==> src/hdl/pdf_pkg.sv <==
`timescale 1ns / 1ps
// Package for the length-prefixed frame decoder with CRC-16/XMODEM.
// Holds the shared types, frame constants and the CRC byte update.
// No dependencies.
package pdf_pkg;

  // Store geometry and length limit
  localparam int unsigned StoreDepth = 512;
  localparam int unsigned StoreAw    = 9;
  localparam int unsigned CntW       = 10;
  localparam logic [15:0] LenLimit   = 16'd512;

  // Frame bytes
  localparam logic [7:0] SOF_SHORT = 8'h02;
  localparam logic [7:0] SOF_LONG  = 8'h03;
  localparam logic [7:0] EOF_BYTE  = 8'h03;

  localparam logic [15:0] CrcPoly  = 16'h1021;
  localparam logic [31:0] CountMax = 32'hFFFF_FFFF;

  // Operation carried by one queued transaction
  typedef enum logic {
    OP_FEED = 1'b0,
    OP_READ = 1'b1
  } pdf_op_t;

  typedef struct packed {
    pdf_op_t           op;
    logic [7:0]        data;
    logic [StoreAw-1:0] idx;
  } pdf_item_t;

  // Parser phases, one-hot
  typedef enum logic [6:0] {
    PH_START   = 7'b0000001,
    PH_LEN_HI  = 7'b0000010,
    PH_LEN_LO  = 7'b0000100,
    PH_PAYLOAD = 7'b0001000,
    PH_CRC_HI  = 7'b0010000,
    PH_CRC_LO  = 7'b0100000,
    PH_END     = 7'b1000000
  } pdf_phase_t;

  // Advance the CRC-16/XMODEM by one byte, MSB first
  function automatic logic [15:0] crc_byte(input logic [15:0] crc, input logic [7:0] b);
    logic [15:0] c;
    c = crc ^ {b, 8'h00};
    for (int i = 0; i < 8; i++) begin
      if (c[15]) begin
        c = {c[14:0], 1'b0} ^ CrcPoly;
      end else begin
        c = {c[14:0], 1'b0};
      end
    end
    return c;
  endfunction

endpackage

==> src/hdl/pdf_front.sv <==
`timescale 1ns / 1ps
// Front end: accepts input transactions, classifies them and queues them.
// Depends on pdf_pkg.
module pdf_front (
  input  logic                       clk,
  input  logic                       rst_n,
  input  logic                       in_valid,
  output logic                       in_ready,
  input  logic                       in_func,
  input  logic [7:0]                 in_rx_byte,
  input  logic [pdf_pkg::StoreAw-1:0] in_read_index,
  output logic                       q_valid,
  output pdf_pkg::pdf_item_t         q_item,
  input  logic                       q_pop
);
  import pdf_pkg::*;

  pdf_item_t  slot_r [2];
  logic       wr_ptr_r, wr_ptr_nxt;
  logic       rd_ptr_r, rd_ptr_nxt;
  logic [1:0] count_r, count_nxt;
  logic       push;
  logic       pop;
  pdf_item_t  item_in;

  // Classify the incoming transaction
  always_comb begin
    item_in.op   = in_func ? OP_READ : OP_FEED;
    item_in.data = in_rx_byte;
    item_in.idx  = in_read_index;
  end

  assign in_ready = (count_r != 2'd2);
  assign push     = in_valid && in_ready;
  assign q_valid  = (count_r != 2'd0);
  assign pop      = q_pop && q_valid;
  assign q_item   = slot_r[rd_ptr_r];

  // Advance pointers and fill count
  always_comb begin
    wr_ptr_nxt = push ? ~wr_ptr_r : wr_ptr_r;
    rd_ptr_nxt = pop ? ~rd_ptr_r : rd_ptr_r;
    count_nxt  = count_r + {1'b0, push} - {1'b0, pop};
  end

  always_ff @(posedge clk) begin
    if (!rst_n) begin
      wr_ptr_r <= 1'b0;
      rd_ptr_r <= 1'b0;
      count_r  <= 2'd0;
    end else begin
      wr_ptr_r <= wr_ptr_nxt;
      rd_ptr_r <= rd_ptr_nxt;
      count_r  <= count_nxt;
    end
  end

  // Hold queued transactions
  always_ff @(posedge clk) begin
    if (push) begin
      slot_r[wr_ptr_r] <= item_in;
    end
  end

`ifndef SYNTHESIS
  a_count_range: assert property (@(posedge clk) disable iff (!rst_n)
    count_r != 2'd3)
    else $error("queue fill count out of range");

  a_count_track: assert property (@(posedge clk) disable iff (!rst_n)
    push && !pop && count_r == 2'd0 |=> count_r == 2'd1)
    else $error("queue count did not follow a push into an empty queue");
`endif

endmodule

==> config.mk <==
export PLATFORM = sky130hd
export DESIGN_NAME = pdf_front
export DESIGN_NICKNAME = d
export VERILOG_FILES = /design/src/hdl/pdf_pkg.sv /design/src/hdl/pdf_front.sv
export SDC_FILE = /design/constraint.sdc
export NUM_CORES = 1
export LEC_CHECK = 0
export BUFFER_PORTS_ARGS = -buffer_cell sky130_fd_sc_hd__buf_2
export CELL_PAD_IN_SITES_DETAIL_PLACEMENT = 1
export CELL_PAD_IN_SITES_GLOBAL_PLACEMENT = 1
export CORE_MARGIN = 3
export CORE_UTILIZATION = 43
export CTS_CLUSTER_SIZE = 24
export DETAILED_ROUTE_END_ITERATION = 8
export PLACE_DENSITY_LB_ADDON = 0.15
export SETUP_SLACK_MARGIN = 0.1
export SYNTH_ARGS = -nofsm -noshare
export SYNTH_HDL_FRONTEND = slang
export SYNTH_SLANG_ARGS = --single-unit
==> constraint.sdc <==
create_clock -name clk -period 2.4 [get_ports clk]
set_input_delay 0.36 -clock clk [delete_from_list [all_inputs] [get_ports clk]]
set_output_delay 0.36 -clock clk [all_outputs]
set_load 0.05 [all_outputs]
==> results by group <==
GRT
  – Busiest grt layer: met2
  – Pin count of the biggest net entering global routing: 19
  – First-pass GRT wire length: 4.229 mm
  – M2 GR Usage: 21.78%
  – Vias in the first global route: 828
  – GRT Overall Usage: 13.59%
  – GR Layer Usage met3: 4.047%
  – Initial antenna violation count: 0
  – M1 GR Usage: 16.24%
  – GRT overflow: 0

Synth
  – Most frequent cells after synthesis: edfxtp_1, mux2_4, mux2_2, dfxtp_1, xnor2_1
  – Post-synth EDFFs: 36
  – Synth area leader: edfxtp_1
  – Top cells by area, synth: edfxtp_1, mux2_4, dfxtp_1
  – Sequential element share of the synthesized area: 74.39%
  – Number of library cell types mapped by synthesis: 18
  – Ys flop type: edfxtp_1
  – #FFs+latches synth: 41
  – Yosys top cell area share: 68.09%
  – Synth Warn #: 0
  – Cell count after synthesis: 80
  – Mean post-synth cell area: 19.85 um2
  – Area of the mapped netlist: 1588 um2
  – Async set-reset flop share out of synthesis: 0%
  – Syn nets: 104
  – Most numerous cell in the Yosys netlist: edfxtp_1

CTS
  – Post-CTS Setup Bufs: 0
  – CTS buffer count: 5
  – Clock root cell: clkbuf_8
  – H-tree Lvls: 2
  – CTS max path bufs: 2
  – Clk pin slew, worst setup/hold paths: 0.07 ns
  – Worst skew pair latency: 0.28 ns
  – CTS-repair resized insts: 0
  – CTS Sinks: 41
  – TritonCTS clock tree: built
  – # hold bufs at CTS: 0

Timing
  – Final setup viols: 0
  – RSZ-0062 raised after global routing: no
  – Pins Over Slew Limit: 0
  – Final min period: 1.967 ns
  – Slew HR: 68.93%
  – Least-Margin Pin Slew: 0.4656 ns
  – Final hold vios: 0
  – Crit share post-route: 81.94%
  – Worst clock skew: 0.003870 ns
  – Worst hold margin: 0.2638 ns
  – Max Freq: 508.5 MHz
  – Setup TNS Final: 0 ns

Worst setup path
  – Worst path cell trace: buf_12 > mux2_2 > buf_2
  – Setup CP Type: register to output pin
  – R2r startpoint: count_r[0]
  – CP max-delay cell: dfxtp_1
  – Reg-to-Reg End: count_r[1]
  – CP Max Fanout: 11
  – Worst EP required: 2.04 ns
  – Max incr delay on CP: 0.57 ns
  – R2R depth: 8
  – Nature of the critical path endpoint: output pin
  – Crit path DAT: 1.61 ns
  – R2R setup slack: 0.74 ns
  – Crit path launch type: register

Power and ir drop
  – Final Power: 2248 uW
  – Worst VDD drop: 0.5802 mV
  – Static Leak: 0.0007698 uW
  – Cell Pwr Density: 1159 nW/um2

Floorplan
  – Die Ht: 66.77 um
  – Chip width: 66.77 um
  – DIE AREA: 4458 um2
  – Row cnt: 21
  – I/O pin count: 42
  – Placeable core region: 3442 um2
  – Starting density of the core: 46.13%

Finish
  – Synth-to-layout area growth: 22.14%
  – Util after Layout: 56.34%
  – Fin cells: 176
  – # nets final: 153
  – N_diodes: 0
  – Share of post-route cells with drive strength above 1: 55.38%

Min path
  – Hold Crit Start: in_rx_byte[7]
  – Hold path depth: 1
  – Hold Path End: slot_r[0][16]
  – Hold crit path type: primary input to register

Drt
  – Via density: 4.597
  – Drt wl/cell: 14.47 um
  – Starting DRC count in detailed routing: 24
  – Post-Route WL: 2.547 mm
  – Final ANT Viol Nets: 0
  – Via Count: 809
  – DRC: 0
  – Pre-antenna DRT Iters: 4

Placement
  – Placed cells: 168
  – Gpl congestion: 0.6696
  – IO buf count: 41
  – Hpwl dp: 1.913 mm

Outcome
  – Status: finished, final reports clean

Job
  – Max-cap violations: 0
routing by layer:
layer | wire length [um] | part of all wire [%] | up-vias
met3 | 149 | 5.9 | 7
met1 | 1006 | 39 | 383
met2 | 1334 | 52 | 25
met4 | 57 | 2.2 | 0
li1 | - | - | 394
met5 | 0 | 0 | -
flip-flops by register name (all words and copies together), names as in the netlist, named ones only:
name / flops
slot_r: 36
count_r: 2
wr_ptr_r: 1
rd_ptr_r: 1
cells in the final DEF, fill, tap and decap left out:
master / n
and2_1: 2
and3_1: 1
buf_12: 1
buf_2: 41
buf_4: 2
clkbuf_1: 1
clkbuf_8: 5
clkinv_2: 2
dfxtp_1: 5
edfxtp_1: 36
ha_1: 2
inv_1: 1
mux2_2: 8
mux2_4: 10
mux2i_1: 1
nand2_1: 2
nand2b_1: 2
nor2_2: 1
nor2b_1: 2
o21a_2: 1
or2_2: 1
xnor2_1: 3
cell type report:
type / instances / area (um2)
fill: 350 / 1503
timing repair buffer: 44 / 240.2
tap: 46 / 57.56
sequential: 41 / 1181
clock inverter: 2 / 10.01
clock buffer: 6 / 72.57
inverter: 1 / 3.754
multi-input combinational: 36 / 374.1
cells by family after synthesis:
| kind of cell | Yosys count | share of synthesized area, % |
|---|---|---|
| multiplexers | 19 | 15.76 |
| adder cells (fa/ha/maj) | 2 | 1.576 |
| AO/OA/AOI/OAI | 1 | 0.5517 |
| buffers and inverters | 3 | 2.206 |
| AND/OR/NAND/NOR | 11 | 3.861 |
| XOR/XNOR | 3 | 1.655 |
| flip-flops | 41 | 74.39 |
critical path, delay by kind of cell (launching register included):
family / cells / cell delay [ns]
muxes: 1 / 0.33
buffers and inverters: 2 / 0.42
DFF: 1 / 0.57
power by group:
part | internal [uW] | switching (uW) | total, uW
clock | 201 | 209 | 410
sequential | 901 | 57.9 | 959
combinational | 303 | 576 | 879
per-stage QoR:
stage               setup slack (ns)  cell area [um2]
floorplan                     0.2004             1588
detailed placement            0.7082             1857
global placement              0.7463             1857
global route                  0.3259             1939
finish                        0.4334             1939
CTS                           0.3881             1939
worst max-delay path by stage:
stage          startpoint            to  slack, ns  cells after the start
3_5_place_dp     register     q_item[3]       0.71                      3
6_report         register     q_item[3]       0.43                      3
4_1_cts          register     q_item[3]       0.39                      3
2_1_floorplan  count_r[0]  slot_r[0][0]       0.20                      3
5_1_grt          register     q_item[3]       0.33                      3
3_3_place_gp     register     q_item[3]       0.75                      3
No activity file was read; power rests on OpenSTA's default activity.
